$ cat src/rtl/cpx_pkg.sv
// Shared types and constants for the charlieplexed LED PWM scanner.
// Defines the command opcodes and the result record.
// No dependencies.
`timescale 1ns / 1ps

package cpx_pkg;

    localparam logic [1:0] OP_TICK  = 2'd0;
    localparam logic [1:0] OP_SET   = 2'd1;
    localparam logic [1:0] OP_CLEAR = 2'd2;

    localparam int LED_NUM_W = 6;
    localparam int DUTY_W    = 8;
    localparam int PIN_OUT_W = 3;
    localparam int PC_W      = 4;

    typedef struct packed {
        logic                 lit;
        logic [PIN_OUT_W-1:0] high_pin;
        logic [PIN_OUT_W-1:0] low_pin;
        logic [LED_NUM_W-1:0] current_led;
        logic                 is_paused;
        logic                 bad_index;
    } t_res;

endpackage

$ cat src/rtl/cpx_cmd_if.sv
// Request channel of the scanner: valid/ready handshake and command fields.
// Depends on nothing.
`timescale 1ns / 1ps

interface cpx_cmd_if;
    logic       valid;
    logic       ready;
    logic [1:0] opcode;
    logic [5:0] led_number;
    logic [7:0] duty_value;
    logic       pause_request;

    modport source (output valid, opcode, led_number, duty_value, pause_request,
                    input ready);
    modport sink (input valid, opcode, led_number, duty_value, pause_request,
                  output ready);
endinterface

$ cat src/rtl/cpx_res_if.sv
// Result channel of the scanner: valid/ready handshake and status fields.
// Depends on nothing.
`timescale 1ns / 1ps

interface cpx_res_if;
    logic       valid;
    logic       ready;
    logic       lit;
    logic [2:0] high_pin;
    logic [2:0] low_pin;
    logic [5:0] current_led;
    logic       is_paused;
    logic       bad_index;

    modport source (output valid, lit, high_pin, low_pin, current_led, is_paused,
                    bad_index, input ready);
    modport sink (input valid, lit, high_pin, low_pin, current_led, is_paused,
                  bad_index, output ready);
endinterface

$ cat src/rtl/charlieplex_pwm_scanner.sv
// Charlieplexed LED PWM scan driver: duty store, slot timer and scan pointer.
// Depends on cpx_pkg, cpx_cmd_if, cpx_res_if and cpx_out_buf.
// A result is registered in the output buffer, or parked in its skid stage while held.
// Throughput: one request per cycle while the output buffer is ready; the duty of the next
// LED is prefetched from the duty memory every cycle, so slot changes never stall.
// Reset (synchronous, active low) clears all control state and the per-entry
// valid bits of the duty memory at once; there is no clearing pass.
`timescale 1ns / 1ps

module charlieplex_pwm_scanner #(
    parameter int MAX_PINS = 8,
    parameter int DUTY_TOP = 255
) (
    input  logic                    i_clk,
    input  logic                    i_rst_n,
    input  logic                    i_cfg_we,
    input  logic [cpx_pkg::PC_W-1:0] i_cfg_data,
    cpx_cmd_if.sink                 i_cmd,
    cpx_res_if.source               o_res
);
    import cpx_pkg::*;

    localparam int DEPTH = MAX_PINS * (MAX_PINS - 1);
    localparam int W     = $clog2(DEPTH);
    localparam int CW    = $clog2(DEPTH + 1);
    localparam int PW    = $clog2(MAX_PINS);
    localparam int PCW   = $clog2(MAX_PINS + 1);
    localparam int PXW   = (PCW > PC_W) ? PCW : PC_W;
    localparam int CMPW  = (CW > LED_NUM_W) ? CW : LED_NUM_W;
    localparam logic [PC_W-1:0] PC_RESET = PC_W'(8);

    // Clamp the pin count to the supported range.
    function automatic logic [PCW-1:0] pins_used(input logic [PC_W-1:0] raw);
        logic [PXW-1:0] rx;
        logic [PXW-1:0] p;
        rx = PXW'(raw);
        p  = rx;
        if (rx < PXW'(2)) begin
            p = PXW'(2);
        end else if (rx > PXW'(MAX_PINS)) begin
            p = PXW'(MAX_PINS);
        end
        return PCW'(p);
    endfunction

    function automatic logic [CW-1:0] led_total(input logic [PC_W-1:0] raw);
        logic [CW-1:0] p;
        p = CW'(pins_used(raw));
        return CW'(p * (p - CW'(1)));
    endfunction

    function automatic logic [PW-1:0] span_of(input logic [PC_W-1:0] raw);
        return PW'(pins_used(raw) - PCW'(1));
    endfunction

    function automatic logic [W-1:0] wrap_inc(input logic [W-1:0] idx,
                                              input logic [CW-1:0] total);
        logic [CW-1:0] s;
        s = CW'(idx) + CW'(1);
        return (s >= total) ? W'(0) : W'(s);
    endfunction

    // High pin is the quotient by span, found by comparing against each multiple.
    function automatic logic [2*PW-1:0] place_pins(input logic [W-1:0] idx,
                                                   input logic [PW-1:0] span);
        logic [PW-1:0] h;
        logic [CW-1:0] rem;
        logic [PW-1:0] l;
        h = '0;
        for (int k = 1; k < MAX_PINS; k++) begin
            if (CW'(CW'(k) * CW'(span)) <= CW'(idx)) begin
                h = h + PW'(1);
            end
        end
        rem = CW'(idx) - CW'(CW'(h) * CW'(span));
        l   = PW'(rem);
        if (l >= h) begin
            l = l + PW'(1);
        end
        return {h, l};
    endfunction

    logic [DUTY_W-1:0] r_mem [DEPTH];
    logic [DEPTH-1:0]  r_vld;
    logic [DUTY_W-1:0] r_rd;

    logic [DUTY_W-1:0] r_slot,  n_slot;
    logic [W-1:0]      r_scan,  n_scan;
    logic [W-1:0]      r_next,  n_next;
    logic [PW-1:0]     r_high,  n_high;
    logic [PW-1:0]     r_low,   n_low;
    logic [DUTY_W-1:0] r_latch, n_latch;
    logic              r_on,    n_on;
    logic              r_pd,    n_pd;
    logic [PW-1:0]     r_span,  n_span;
    logic [CW-1:0]     r_total, n_total;

    logic              acc;
    logic              wr_en;
    logic              clr;
    logic              bad;
    logic [W-1:0]      wr_addr;
    logic [W-1:0]      rd_addr;
    logic [DUTY_W-1:0] duty_next;
    logic [2*PW-1:0]   next_pins;
    logic [DUTY_W-1:0] tick_val;
    logic              buf_ready;
    t_res              res_in;
    t_res              res_out;

    assign acc       = i_cmd.valid && buf_ready;
    assign i_cmd.ready = buf_ready;
    assign wr_addr   = W'(i_cmd.led_number);
    assign next_pins = place_pins(r_next, r_span);
    assign tick_val  = r_slot + DUTY_W'(1);
    // Prefetched duty of the next LED; entries not written since a clear read zero.
    assign duty_next = r_vld[r_next] ? r_rd : '0;
    assign rd_addr   = i_rst_n ? n_next : W'(1);

    always_comb begin
        n_slot  = r_slot;
        n_scan  = r_scan;
        n_next  = r_next;
        n_high  = r_high;
        n_low   = r_low;
        n_latch = r_latch;
        n_on    = r_on;
        n_pd    = r_pd;
        n_span  = r_span;
        n_total = r_total;
        wr_en   = 1'b0;
        clr     = 1'b0;
        bad     = 1'b0;
        if (acc) begin
            unique case (i_cmd.opcode)
                OP_TICK: begin
                    if (tick_val == r_latch || (i_cmd.pause_request && !r_pd)) begin
                        n_on = 1'b0;
                    end
                    n_pd = i_cmd.pause_request;
                    if (tick_val >= DUTY_W'(DUTY_TOP)) begin
                        n_slot  = '0;
                        n_scan  = r_next;
                        n_next  = wrap_inc(r_next, r_total);
                        n_high  = next_pins[2*PW-1:PW];
                        n_low   = next_pins[PW-1:0];
                        n_latch = i_cmd.pause_request ? '0 : duty_next;
                        n_on    = n_latch != '0;
                    end else begin
                        n_slot = tick_val;
                    end
                end
                OP_SET: begin
                    if (CMPW'(i_cmd.led_number) < CMPW'(r_total)) begin
                        wr_en = 1'b1;
                    end else begin
                        bad = 1'b1;
                    end
                end
                OP_CLEAR: begin
                    clr = 1'b1;
                end
                default: begin
                end
            endcase
        end
        if (i_cfg_we) begin
            n_span  = span_of(i_cfg_data);
            n_total = led_total(i_cfg_data);
            n_next  = wrap_inc(r_scan, led_total(i_cfg_data));
        end
    end

    always_ff @(posedge i_clk) begin
        if (!i_rst_n) begin
            r_slot  <= '0;
            r_scan  <= '0;
            r_next  <= W'(1);
            r_high  <= '0;
            r_low   <= PW'(1);
            r_latch <= '0;
            r_on    <= 1'b0;
            r_pd    <= 1'b0;
            r_span  <= span_of(PC_RESET);
            r_total <= led_total(PC_RESET);
            r_vld   <= '0;
        end else begin
            r_slot  <= n_slot;
            r_scan  <= n_scan;
            r_next  <= n_next;
            r_high  <= n_high;
            r_low   <= n_low;
            r_latch <= n_latch;
            r_on    <= n_on;
            r_pd    <= n_pd;
            r_span  <= n_span;
            r_total <= n_total;
            if (clr) begin
                r_vld <= '0;
            end else if (wr_en) begin
                r_vld[wr_addr] <= 1'b1;
            end
        end
    end

    // Duty memory: one write port, one registered read port with write forwarding.
    always_ff @(posedge i_clk) begin
        if (wr_en) begin
            r_mem[wr_addr] <= i_cmd.duty_value;
        end
        if (wr_en && wr_addr == rd_addr) begin
            r_rd <= i_cmd.duty_value;
        end else begin
            r_rd <= r_mem[rd_addr];
        end
    end

    always_comb begin
        res_in.lit         = n_on;
        res_in.high_pin    = PIN_OUT_W'(n_high);
        res_in.low_pin     = PIN_OUT_W'(n_low);
        res_in.current_led = LED_NUM_W'(n_scan);
        res_in.is_paused   = n_pd;
        res_in.bad_index   = bad;
    end

    cpx_out_buf u_out_buf (
        .i_clk   (i_clk),
        .i_rst_n (i_rst_n),
        .i_valid (acc),
        .o_ready (buf_ready),
        .i_data  (res_in),
        .o_valid (o_res.valid),
        .i_ready (o_res.ready),
        .o_data  (res_out)
    );

    assign o_res.lit         = res_out.lit;
    assign o_res.high_pin    = res_out.high_pin;
    assign o_res.low_pin     = res_out.low_pin;
    assign o_res.current_led = res_out.current_led;
    assign o_res.is_paused   = res_out.is_paused;
    assign o_res.bad_index   = res_out.bad_index;

endmodule

$ cat src/rtl/cpx_out_buf.sv
// Two-entry output register with skid stage for scanner results.
// Depends on cpx_pkg.
`timescale 1ns / 1ps

module cpx_out_buf (
    input  logic          i_clk,
    input  logic          i_rst_n,
    input  logic          i_valid,
    output logic          o_ready,
    input  cpx_pkg::t_res i_data,
    output logic          o_valid,
    input  logic          i_ready,
    output cpx_pkg::t_res o_data
);
    import cpx_pkg::*;

    logic r_valid;
    logic r_skid_valid;
    t_res r_data;
    t_res r_skid_data;
    logic pop;
    logic push;

    assign pop     = r_valid && i_ready;
    assign push    = i_valid && !r_skid_valid;
    assign o_ready = !r_skid_valid;
    assign o_valid = r_valid;
    assign o_data  = r_data;

    always_ff @(posedge i_clk) begin
        if (!i_rst_n) begin
            r_valid      <= 1'b0;
            r_skid_valid <= 1'b0;
        end else if (r_valid && !pop) begin
            // Main register is held; a new result parks in the skid stage.
            if (push) begin
                r_skid_valid <= 1'b1;
            end
        end else if (r_skid_valid) begin
            r_valid      <= 1'b1;
            r_skid_valid <= 1'b0;
        end else begin
            r_valid <= push;
        end
    end

    always_ff @(posedge i_clk) begin
        if (r_valid && !pop) begin
            if (push) begin
                r_skid_data <= i_data;
            end
        end else if (r_skid_valid) begin
            r_data <= r_skid_data;
        end else begin
            r_data <= i_data;
        end
    end

endmodule
$ cat src/flat_wrapper.sv
// flat-port wrapper written by rule: the top's interface ports become plain ports
module charlieplex_pwm_scanner_flat import cpx_pkg::*;
#(
    parameter int MAX_PINS = 8,
    parameter int DUTY_TOP = 255
)
  (i_clk, i_rst_n, i_cfg_we, i_cfg_data, i_cmd_valid, i_cmd_opcode, i_cmd_led_number, i_cmd_duty_value, i_cmd_pause_request, i_cmd_ready, o_res_valid, o_res_lit, o_res_high_pin, o_res_low_pin, o_res_current_led, o_res_is_paused, o_res_bad_index, o_res_ready);
  cpx_cmd_if i_cmd_i ();
  cpx_res_if o_res_i ();
  input  logic i_clk;
  input  logic i_rst_n;
  input  logic i_cfg_we;
  input  logic [cpx_pkg::PC_W-1:0] i_cfg_data;
  input wire logic [$bits(i_cmd_i.valid)-1:0] i_cmd_valid;
  input wire logic [$bits(i_cmd_i.opcode)-1:0] i_cmd_opcode;
  input wire logic [$bits(i_cmd_i.led_number)-1:0] i_cmd_led_number;
  input wire logic [$bits(i_cmd_i.duty_value)-1:0] i_cmd_duty_value;
  input wire logic [$bits(i_cmd_i.pause_request)-1:0] i_cmd_pause_request;
  output wire logic [$bits(i_cmd_i.ready)-1:0] i_cmd_ready;
  output wire logic [$bits(o_res_i.valid)-1:0] o_res_valid;
  output wire logic [$bits(o_res_i.lit)-1:0] o_res_lit;
  output wire logic [$bits(o_res_i.high_pin)-1:0] o_res_high_pin;
  output wire logic [$bits(o_res_i.low_pin)-1:0] o_res_low_pin;
  output wire logic [$bits(o_res_i.current_led)-1:0] o_res_current_led;
  output wire logic [$bits(o_res_i.is_paused)-1:0] o_res_is_paused;
  output wire logic [$bits(o_res_i.bad_index)-1:0] o_res_bad_index;
  input wire logic [$bits(o_res_i.ready)-1:0] o_res_ready;
  assign i_cmd_i.valid = i_cmd_valid;
  assign i_cmd_i.opcode = i_cmd_opcode;
  assign i_cmd_i.led_number = i_cmd_led_number;
  assign i_cmd_i.duty_value = i_cmd_duty_value;
  assign i_cmd_i.pause_request = i_cmd_pause_request;
  assign i_cmd_ready = i_cmd_i.ready;
  assign o_res_valid = o_res_i.valid;
  assign o_res_lit = o_res_i.lit;
  assign o_res_high_pin = o_res_i.high_pin;
  assign o_res_low_pin = o_res_i.low_pin;
  assign o_res_current_led = o_res_i.current_led;
  assign o_res_is_paused = o_res_i.is_paused;
  assign o_res_bad_index = o_res_i.bad_index;
  assign o_res_i.ready = o_res_ready;
  charlieplex_pwm_scanner #(.MAX_PINS(MAX_PINS), .DUTY_TOP(DUTY_TOP)) u_core (.i_clk(i_clk), .i_rst_n(i_rst_n), .i_cfg_we(i_cfg_we), .i_cfg_data(i_cfg_data), .i_cmd(i_cmd_i), .o_res(o_res_i));
endmodule
$ cat config.mk
export PLATFORM = sky130hd
export DESIGN_NAME = charlieplex_pwm_scanner_flat
export DESIGN_NICKNAME = d
export VERILOG_FILES = /design/src/rtl/cpx_pkg.sv /design/src/rtl/cpx_cmd_if.sv /design/src/rtl/cpx_res_if.sv /design/src/rtl/charlieplex_pwm_scanner.sv /design/src/rtl/cpx_out_buf.sv /design/src/flat_wrapper.sv
export SDC_FILE = /design/constraint.sdc
export NUM_CORES = 1
export LEC_CHECK = 0
export BUFFER_PORTS_ARGS = -buffer_cell sky130_fd_sc_hd__buf_4
export CORE_MARGIN = 2
export CORE_UTILIZATION = 45
export CTS_CLUSTER_SIZE = 12
export DETAILED_ROUTE_END_ITERATION = 8
export MAX_ROUTING_LAYER = met4
export PLACE_DENSITY_LB_ADDON = 0.1
export SYNTH_ARGS = -nofsm -noshare
export SYNTH_HDL_FRONTEND = slang
export SYNTH_SLANG_ARGS = --single-unit
$ cat constraint.sdc
create_clock -name i_clk -period 10.79 [get_ports i_clk]
set_clock_uncertainty 0.1 [all_clocks]
set_input_delay 1.6185 -clock i_clk [delete_from_list [all_inputs] [get_ports i_clk]]
set_output_delay 1.6185 -clock i_clk [all_outputs]
set_load 0.03 [all_outputs]
==> flow_summary.yaml, run 1 <==
synth:
  synth_flop_cell: "edfxtp_1"
  yosys_register_bits: 580
  synth_edf_count: 478
  syn_area_per_cell_sq_um: 15.8
  synthesis.area_sq_mm: 0.0249
  yosys.cell_types.count: 66
  ys_warn_count: 0
  yosysSeqAreaShare_pct: 65.9
  synth_cells: 1577
  async_flop_share_pct: 0
sta:
  final_hold_viol_count: 0
  setup_tns_ns: 0
  rsz0062_at_grt: "false"
  maxSlewHeadroom_pct: 14.4
  maxSlewViolCount: 0
  finalCriticalPeriod_ns: 8.27
  post-route-period-util_pct: 76.6
  worst_slew_pin_slew_ns: 1.28
  clock.fmax_mhz: 121
  setup_violations: 0
setup_path:
  slowest_delay_ns: 0.63
  required_ns: 11.07
  rrSetupSlack_ns: 2.52
  cpMostUsedCell: "ha_1"
  end_kind: "register"
  cp-start-kind: "register"
  timing.rr.start: "u_core.r_span[1]$_SDFFE_PN1P_"
  slowest_stage: "dfxtp_1"
  cp-endpoint: "u_core.u_out_buf.o_data[10]$_DFFE_PN_"
  ff2ff_path_depth: 33
  r2r-end: "u_core.u_out_buf.o_data[10]$_DFFE_PN_"
  startpoint: "u_core.r_span[1]$_SDFFE_PN1P_"
  worst-setup-path-type: "reg -> reg"
  arrival_ns: 8.54
  worstPathMaxFanout: 9
clocking:
  insertion_delay_ns: 0.63
  clk_pin_slew_ns: 0.06
  cts_buffer_depth: 3
  cts_max_level: 2
  cts-root-buf: "clkbuf_16"
  post_cts_resize_count: 0
  cts_hold_buf: 0
  post_cts_buffers: 0
  cts_tree: "built"
  clock-sinks: 580
  cts_made_buffers: 60
detailed_routing:
  drt_iter0_drc: 1279
  dr.pass1.iters: 5
  drc: 0
  routed_wl_mm: 63.0
  route.detailed.wl_per_inst_microns: 26.4
  viasPerCell: 5.83
  vias: 13900
  ant_nets: 0
floorplan:
  rows: 86
  die_width_microns: 239
  die_height_microns: 239
  io_pins: 43
  die-area_sq_mm: 0.0572
  core_area_sq_mm: 0.0549
  initial_core_util_pct: 45.3
power:
  power_mw: 5.58
  ir_drop_v: 0.000266
  power_density_mw_per_mm2: 200
  leakage_nw: 9.53
placed_design:
  placed_cells: 2277
  dp_hpwl_mm: 39.5
  place_congestion: 0.830
  place_area_sq_mm: 0.0260
  port-buffer-count: 42
final_layout:
  syn_to_final_growth_pct: 12.0
  final_cells: 2390
  postLayoutCoreUtil_pct: 50.8
  fin_nets: 1743
  drive_gt1_share_pct: 18.2
  fin_area_sq_mm: 0.0279
run:
  drv_cap: 0
global_routing:
  grt_usage_pct: 23.2
  grt_max_degree: 57
  grt_antenna_before_repair: 1
  grt_overflow: 0
  grt_pass1_wl_mm: 93.3
  grt_pass1_vias: 14000
worst_hold_path:
  hold_class: "reg -> reg"
status:
  status: "finished, final reports clean"
[final cells by class]
type / count / area, sq um
clock inverters: 22 / 210
clock buffers: 90 / 1680
multi-input cells: 878 / 8000
flip-flops and latches: 580 / 16400
diodes: 1 / 2.50
fillers: 4553 / 27000
inverters: 50 / 188
well taps: 704 / 881
repair buffers: 65 / 488
[where the power goes]
part / internal, mW / switching [mW] / leakage (nW)
clock network: 1.15 / 0.858 / 0.925
logic: 0.523 / 0.607 / 3.47
registers: 2.43 / 0.0151 / 5.13
total: 4.10 / 1.48 / 9.53
[routing by layer]
layer	track usage [%]	routed length (microns)	vias to the layer above	share of wire (%)
met2	35.9	29800	449	47
met1	31.6	27500	7190	44
met3	4.10	3980	111	6.3
met5	-	0	-	0
li1	-	-	6187	-
met4	7.12	1730	0	2.8
[worst min-delay path by stage]
stage | from | endpoint | slack, ns | depth (start not counted)
after floorplan | u_core.r_vld[12]$_SDFFE_PP0P_ | u_core.r_vld[12]$_SDFFE_PP0P_ | 0.34 | 1
after global placement | u_core.r_vld[15]$_SDFFE_PP0P_ | u_core.r_vld[15]$_SDFFE_PP0P_ | 0.34 | 1
after CTS | u_core.r_vld[6]$_SDFFE_PP0P_ | u_core.r_vld[6]$_SDFFE_PP0P_ | 0.36 | 1
after detailed placement | u_core.r_vld[6]$_SDFFE_PP0P_ | u_core.r_vld[6]$_SDFFE_PP0P_ | 0.35 | 1
after global routing | u_core.r_vld[2]$_SDFFE_PP0P_ | u_core.r_vld[2]$_SDFFE_PP0P_ | 0.37 | 1
final | u_core.r_vld[47]$_SDFFE_PP0P_ | u_core.r_vld[47]$_SDFFE_PP0P_ | 0.36 | 1
[worst max-delay path: cells and delay by family, from the launching register on]
kind            cells  cell delay (ns)
fa+ha+maj          10             3.16
xor+xnor            7             1.56
compound gates      7             1.49
flops               1             0.63
mux                 2             0.54
simple gates        5             0.43
buf+inv             2             0.09
[state kept, by name, summed over array words and instances, names as in the netlist, 5 cells and up]
name	count
u_core.r_mem	448
u_core.r_vld	56
u_core.u_out_buf.o_data	15
u_core.u_out_buf.r_skid_data	15
u_core.r_latch	8
u_core.r_slot	8
u_core.r_next	6
u_core.r_scan	6
u_core.r_total	5
[cell families after synthesis]
| kind of cell | synth area share, % |
|---|---|
| flip-flops | 65.9 |
| AND/OR/NAND/NOR | 6.70 |
| AO/OA/AOI/OAI | 6.01 |
| multiplexers | 12.9 |
| buffers and inverters | 1.99 |
| adder cells (fa/ha/maj) | 4.43 |
| XOR/XNOR | 2.05 |
| other | 0.0151 |
[stage by stage]
| stage | hold WS, ns | setup slack [ns] |
|---|---|---|
| 2_1_floorplan | 0.335 | 2.94 |
| 3_3_place_gp | 0.342 | 2.87 |
| 3_5_place_dp | 0.349 | 2.64 |
| 4_1_cts | 0.362 | 2.61 |
| 5_1_grt | 0.374 | 2.13 |
| 6_report | 0.363 | 2.52 |
[layout by cell type, fill, tap and decap left out, types with 35 or more instances in the layout]
cell type	synthesis	routed
edfxtp_1	478	478
nand2_1	133	133
mux4_2	128	128
nor2_1	103	103
dfxtp_1	102	98
ha_1	72	72
buf_4	4	65
clkbuf_16	0	60
o21a_1	58	58
inv_1	40	40
a21oi_1	39	39
xnor2_1	35	35
[synth_stat cells (all sizes together), types with 15 or more instances]
| master | instances | area share (%) |
|---|---|---|
| edfxtp | 478 | 58 |
| inv | 49 | 0.74 |
| xnor2 | 35 | 1.2 |
| nand2b | 16 | 0.40 |
| nand3 | 34 | 0.68 |
| nand2 | 133 | 2.0 |
| a21oi | 39 | 0.78 |
| ha | 72 | 3.6 |
| and2 | 17 | 0.43 |
| mux2i | 17 | 0.68 |
| mux4 | 128 | 12 |
| nor2b | 15 | 0.38 |
| o21ai | 35 | 0.70 |
| a21o | 15 | 0.45 |
| buf | 35 | 0.71 |
| nor2 | 103 | 1.6 |
| o21a | 58 | 1.8 |
| dfxtp | 102 | 8.2 |
| clkbuf | 35 | 0.53 |
(Power assumes the default switching activity.)
==> run 2: changes to the inputs <==
clock period = 7.9 ns   (was 10.79 ns; I/O delays follow)
==> run 2 against run 1 <==
- first-iteration DRC count shrank 3.4%
- non-clock buffer count grew 8
- critical endpoint unchanged
- largest power group unchanged
- final cell count grew 0.38%
- highest routed layer unchanged
- sequential cell count is the same
==> flow_summary.yaml, run 2 (same netlist as run 1, synthesis figures left out) <==
placed_design:
  placed_cells: 2284
  dp_hpwl_mm: 38.4
  port-buffer-count: 42
  post-place-ws_ns: 0.123
  place_congestion: 0.857
setup_path:
  timing.rr.start: "u_core.r_span[1]$_SDFFE_PN1P_"
  end_kind: "register"
  required_ns: 8.17
  cp-endpoint: "u_core.u_out_buf.o_data[10]$_DFFE_PN_"
  cpMostUsedCell: "ha_1"
  slowest_stage: "fa_1"
  rrSetupSlack_ns: 0.48
  worstPathMaxFanout: 5
  path_buf_inv: 2
  worst-setup-path-type: "reg -> reg"
  cp-start-kind: "register"
  startpoint: "u_core.r_span[1]$_SDFFE_PN1P_"
  crit_cells: 33
  ff2ff_path_depth: 33
  critical-path-top-delay-family: "adder cells"
  arrival_ns: 7.69
  slowest_delay_ns: 0.44
  r2r-end: "u_core.u_out_buf.o_data[10]$_DFFE_PN_"
clocking:
  cts_made_buffers: 60
  cts_max_level: 2
  cts_buffer_depth: 3
  insertion_delay_ns: 0.63
  clk_pin_slew_ns: 0.06
  clock-sinks: 580
  cts-root-buf: "clkbuf_16"
  cts_tree: "built"
  cts_hold_buf: 0
power:
  power_mw: 7.77
  leakage_nw: 9.58
  ir_drop_v: 0.000323
  power_density_mw_per_mm2: 278
sta:
  setup_violations: 0
  layout_setup_ws_ns: 0.478
  post-route-period-util_pct: 94.0
  final_hold_viol_count: 0
  worst_slew_pin_slew_ns: 1.18
  clock.fmax_mhz: 135
  finalCriticalPeriod_ns: 7.42
  setup_tns_ns: 0
  maxSlewHeadroom_pct: 21.0
  rsz0062_at_grt: "false"
  maxSlewViolCount: 0
global_routing:
  grt_pass1_vias: 13900
  grt_usage_pct: 23.0
  grt_antenna_before_repair: 1
  grt_overflow: 0
  grt_max_degree: 94
  grt_pass1_wl_mm: 92.8
detailed_routing:
  drt_iter0_drc: 1235
  ant_nets: 0
  route.detailed.wl_per_inst_microns: 26.0
  drc: 0
  dr.pass1.iters: 5
  vias: 14000
  routed_wl_mm: 62.5
  viasPerCell: 5.85
final_layout:
  multi_input_area_sq_mm: 0.00804
  top_register: "u_core.r_mem"
  fin_nets: 1751
  layout_commonest_cell: "edfxtp_1"
  layout_common_cells: "edfxtp_1, nand2_1, mux4_2"
  drive_gt1_share_pct: 18.7
  syn_to_final_growth_pct: 12.5
  final_cells: 2399
  fill_cells: 4589
  largest_reg_flops: 448
  top_regs: "u_core.r_mem: 448 flops, u_core.r_vld: 56 flops"
  seq_area_sq_mm: 0.0164
status:
  status: "finished, final reports clean"
run:
  drv_cap: 0
floorplan:
  core_area_sq_mm: 0.0549
  rows: 86
  die_height_microns: 239
  io_pins: 43
  die_width_microns: 239
  die-area_sq_mm: 0.0572
  initial_core_util_pct: 45.3
worst_hold_path:
  hold_class: "reg -> reg"
[run 2: changes by cell type in the layout (fill, tap and decap cells not counted), moves of 3 or more]
cell      delta
clkbuf_8     +3
buf_4        +6
clkinv_1     -3
clkinv_2     -5
clkbuf_1     +6
[run 2: area by class of cell]
cell class / instances / share of cell area [%]
antenna: 1 / 0.00894
clock buffer: 99 / 6.24
clock inverter: 14 / 0.545
inverter: 50 / 0.671
multi-input combinational: 878 / 28.7
sequential: 580 / 58.6
tap: 704 / 3.15
timing repair buffer: 73 / 2.05
[run 2: worst min path at each step]
| stage | depth (start not counted) | to | startpoint |
|---|---|---|---|
| 2_1_floorplan | 1 | u_core.r_vld[12]$_SDFFE_PP0P_ | u_core.r_vld[12]$_SDFFE_PP0P_ |
| 3_3_place_gp | 1 | u_core.r_vld[11]$_SDFFE_PP0P_ | u_core.r_vld[11]$_SDFFE_PP0P_ |
| 4_1_cts | 1 | u_core.r_vld[30]$_SDFFE_PP0P_ | u_core.r_vld[30]$_SDFFE_PP0P_ |
| 3_5_place_dp | 1 | u_core.r_vld[30]$_SDFFE_PP0P_ | u_core.r_vld[30]$_SDFFE_PP0P_ |
| 6_report | 1 | u_core.r_vld[45]$_SDFFE_PP0P_ | u_core.r_vld[45]$_SDFFE_PP0P_ |
| 5_1_grt | 1 | u_core.r_vld[45]$_SDFFE_PP0P_ | u_core.r_vld[45]$_SDFFE_PP0P_ |
[run 2: metal layers]
metal	vias up	wire, microns	GRT usage [%]
met5	-	0	-
met4	0	1370	6.25
met3	83	3290	3.20
met2	379	30100	36.1
met1	7349	27700	31.6
li1	6214	-	-
[run 2: per-stage QoR]
| step | hold WS (ns) | utilization (%) | instance area (sq um) |
|---|---|---|---|
| 2_1_floorplan | 0.335 | - | 24900 |
| 3_3_place_gp | 0.341 | 47.5 | 26000 |
| 3_5_place_dp | 0.348 | 47.5 | 26000 |
| 4_1_cts | 0.361 | 50.9 | 27900 |
| 5_1_grt | 0.370 | 51.0 | 28000 |
| 6_report | 0.357 | 51.0 | 28000 |
[run 2: power by group]
group | switching (mW) | internal, mW
Combinational | 0.923 | 0.782
Sequential | 0.00840 | 3.32
Clock | 1.16 | 1.57
[run 2: repair_timing]
| action | in CTS | in global routing |
|---|---|---|
| setup endpoints to repair | 0 | 9 |
| setup buffers | 0 | 1 |
| endpoints found under the hold margin | 0 | 0 |
| gates resized for setup | 0 | 5 |
==> run 3: changes to the inputs <==
PLACE_DENSITY_LB_ADDON = default   (was 0.1)
==> run 3 against run 2 <==
- sequential cell count is the same
- routed wire length shrank 3.1%
- critical path depth grew 1
- worst hold slack gained 0.0048 ns
- register-to-register slack gained 0.04 ns
- sequential power is essentially flat
- via count shrank 1.4%
- largest power group unchanged
- highest routed layer unchanged
==> flow_summary.yaml, run 3 (same netlist as run 1, synthesis figures left out) <==
final_layout:
  fill_cells: 4543
  n_antenna_cell: 0
  layout_commonest_cell: "edfxtp_1"
  layout_common_cells: "edfxtp_1, nand2_1, mux4_2"
  seq_area_sq_mm: 0.0164
  fin_nets: 1749
  multi_input_area_sq_mm: 0.00805
  drive_gt1_share_pct: 18.7
  fin_area_sq_mm: 0.0280
  top_regs: "u_core.r_mem: 448 flops, u_core.r_vld: 56 flops"
  largest_reg_flops: 448
  syn_to_final_growth_pct: 12.4
  top_register: "u_core.r_mem"
floorplan:
  die_width_microns: 239
  die_height_microns: 239
  initial_core_util_pct: 45.3
  die-area_sq_mm: 0.0572
  rows: 86
  io_pins: 43
  core_area_sq_mm: 0.0549
placed_design:
  dp_hpwl_mm: 37.7
  post-place-ws_ns: 0.113
  port-buffer-count: 42
  place_congestion: 0.823
  place_area_sq_mm: 0.0260
sta:
  maxSlewViolCount: 0
  worst_slew_pin_slew_ns: 1.17
  holdWs_ns: 0.362
  maxSlewHeadroom_pct: 22.0
  clock.fmax_mhz: 136
  setup_tns_ns: 0
  post-route-period-util_pct: 93.4
  final_hold_viol_count: 0
  rsz0062_at_grt: "false"
  setup_violations: 0
  finalCriticalPeriod_ns: 7.38
  layout_setup_ws_ns: 0.520
setup_path:
  slowest_stage: "fa_1"
  slowest_delay_ns: 0.47
  required_ns: 8.18
  ff2ff_path_depth: 34
  cpMostUsedCell: "ha_1"
  cp-endpoint: "u_core.u_out_buf.o_data[10]$_DFFE_PN_"
  arrival_ns: 7.66
  cp-start-kind: "register"
  end_kind: "register"
  r2r-end: "u_core.u_out_buf.o_data[10]$_DFFE_PN_"
  worst-setup-path-type: "reg -> reg"
  rrSetupSlack_ns: 0.52
  worstPathMaxFanout: 5
  startpoint: "u_core.r_span[1]$_SDFFE_PN1P_"
  timing.rr.start: "u_core.r_span[1]$_SDFFE_PN1P_"
global_routing:
  grt_pass1_vias: 13900
  grt_overflow: 0
  grt_max_degree: 94
  grt_usage_pct: 22.2
  grt_antenna_before_repair: 0
  grt_pass1_wl_mm: 90.0
clocking:
  cts_max_level: 2
  clk_pin_slew_ns: 0.06
  cts_buffer_depth: 3
  cts_made_buffers: 59
  cts_hold_buf: 0
  cts_tree: "built"
  clock-sinks: 580
  cts-root-buf: "clkbuf_16"
  insertion_delay_ns: 0.62
detailed_routing:
  route.detailed.wl_per_inst_microns: 25.3
  ant_nets: 0
  dr.pass1.iters: 7
  drt_iter0_drc: 1404
  routed_wl_mm: 60.5
  drc: 0
  vias: 13800
  viasPerCell: 5.77
power:
  leakage_nw: 9.55
  power_density_mw_per_mm2: 280
  ir_drop_v: 0.000355
status:
  status: "finished, final reports clean"
worst_hold_path:
  hold_class: "reg -> reg"
run:
  drv_cap: 0
-- run 3: worst min path at each step --
stage / from / to / slack, ns / cells after the start
after global routing: u_core.r_vld[37]$_SDFFE_PP0P_ / u_core.r_vld[37]$_SDFFE_PP0P_ / 0.38 / 1
after CTS: u_core.r_vld[2]$_SDFFE_PP0P_ / u_core.r_vld[2]$_SDFFE_PP0P_ / 0.36 / 1
after detailed placement: u_core.r_vld[2]$_SDFFE_PP0P_ / u_core.r_vld[2]$_SDFFE_PP0P_ / 0.35 / 1
final: u_core.r_latch[3]$_SDFFE_PN0P_ / u_core.r_latch[3]$_SDFFE_PN0P_ / 0.36 / 2
after floorplan: u_core.r_vld[12]$_SDFFE_PP0P_ / u_core.r_vld[12]$_SDFFE_PP0P_ / 0.34 / 1
after global placement: u_core.r_vld[12]$_SDFFE_PP0P_ / u_core.r_vld[12]$_SDFFE_PP0P_ / 0.34 / 1
-- run 3: routing by layer --
layer  global-route usage [%]  part of all wire [%]  vias up
met2                     34.3                    47      420
met1                     30.6                    44     7132
met3                     3.88                   6.6       81
li1                         -                     -     6197
met5                        -                     0        -
met4                     5.81                   2.1        0
-- run 3: through the flow --
step / total power [mW] / cells / util [%]
2_1_floorplan: 4.57 / 1578 / -
3_3_place_gp: 4.92 / 2280 / 47.4
3_5_place_dp: 4.94 / 2280 / 47.4
4_1_cts: 7.66 / 2392 / 50.8
5_1_grt: 8.20 / 2396 / 51.0
6_report: 7.83 / 2396 / 51.0
-- run 3: worst max-delay path: cells and delay by family, from the launching register on --
| family | cells | cell delay (ns) |
|---|---|---|
| fa+ha+maj | 10 | 3.10 |
| compound gates | 8 | 1.36 |
| xor+xnor | 6 | 1.14 |
| mux | 2 | 0.55 |
| simple gates | 6 | 0.41 |
| flops | 1 | 0.36 |
| buf+inv | 2 | 0.09 |
-- run 3: power by group --
part	total, mW	internal [mW]	switching [mW]
clock network	2.72	1.57	1.15
logic	1.78	0.853	0.926
registers	3.33	3.32	0.00839
total	7.83	5.74	2.08
-- run 3: timing repair --
item,CTS,global route
endpoints found under the setup margin,0,9
hold endpoints to repair,0,0
resized for setup,0,9
setup buffers,0,4
-- run 3: cell type report --
type	instances	area share (%)
Multi-Input combinational cell	878	28.8
Tap cell	704	3.15
Timing Repair Buffer	72	2.02
Sequential cell	580	58.7
Inverter	50	0.671
Clock inverter	11	0.550
Clock buffer	101	6.13
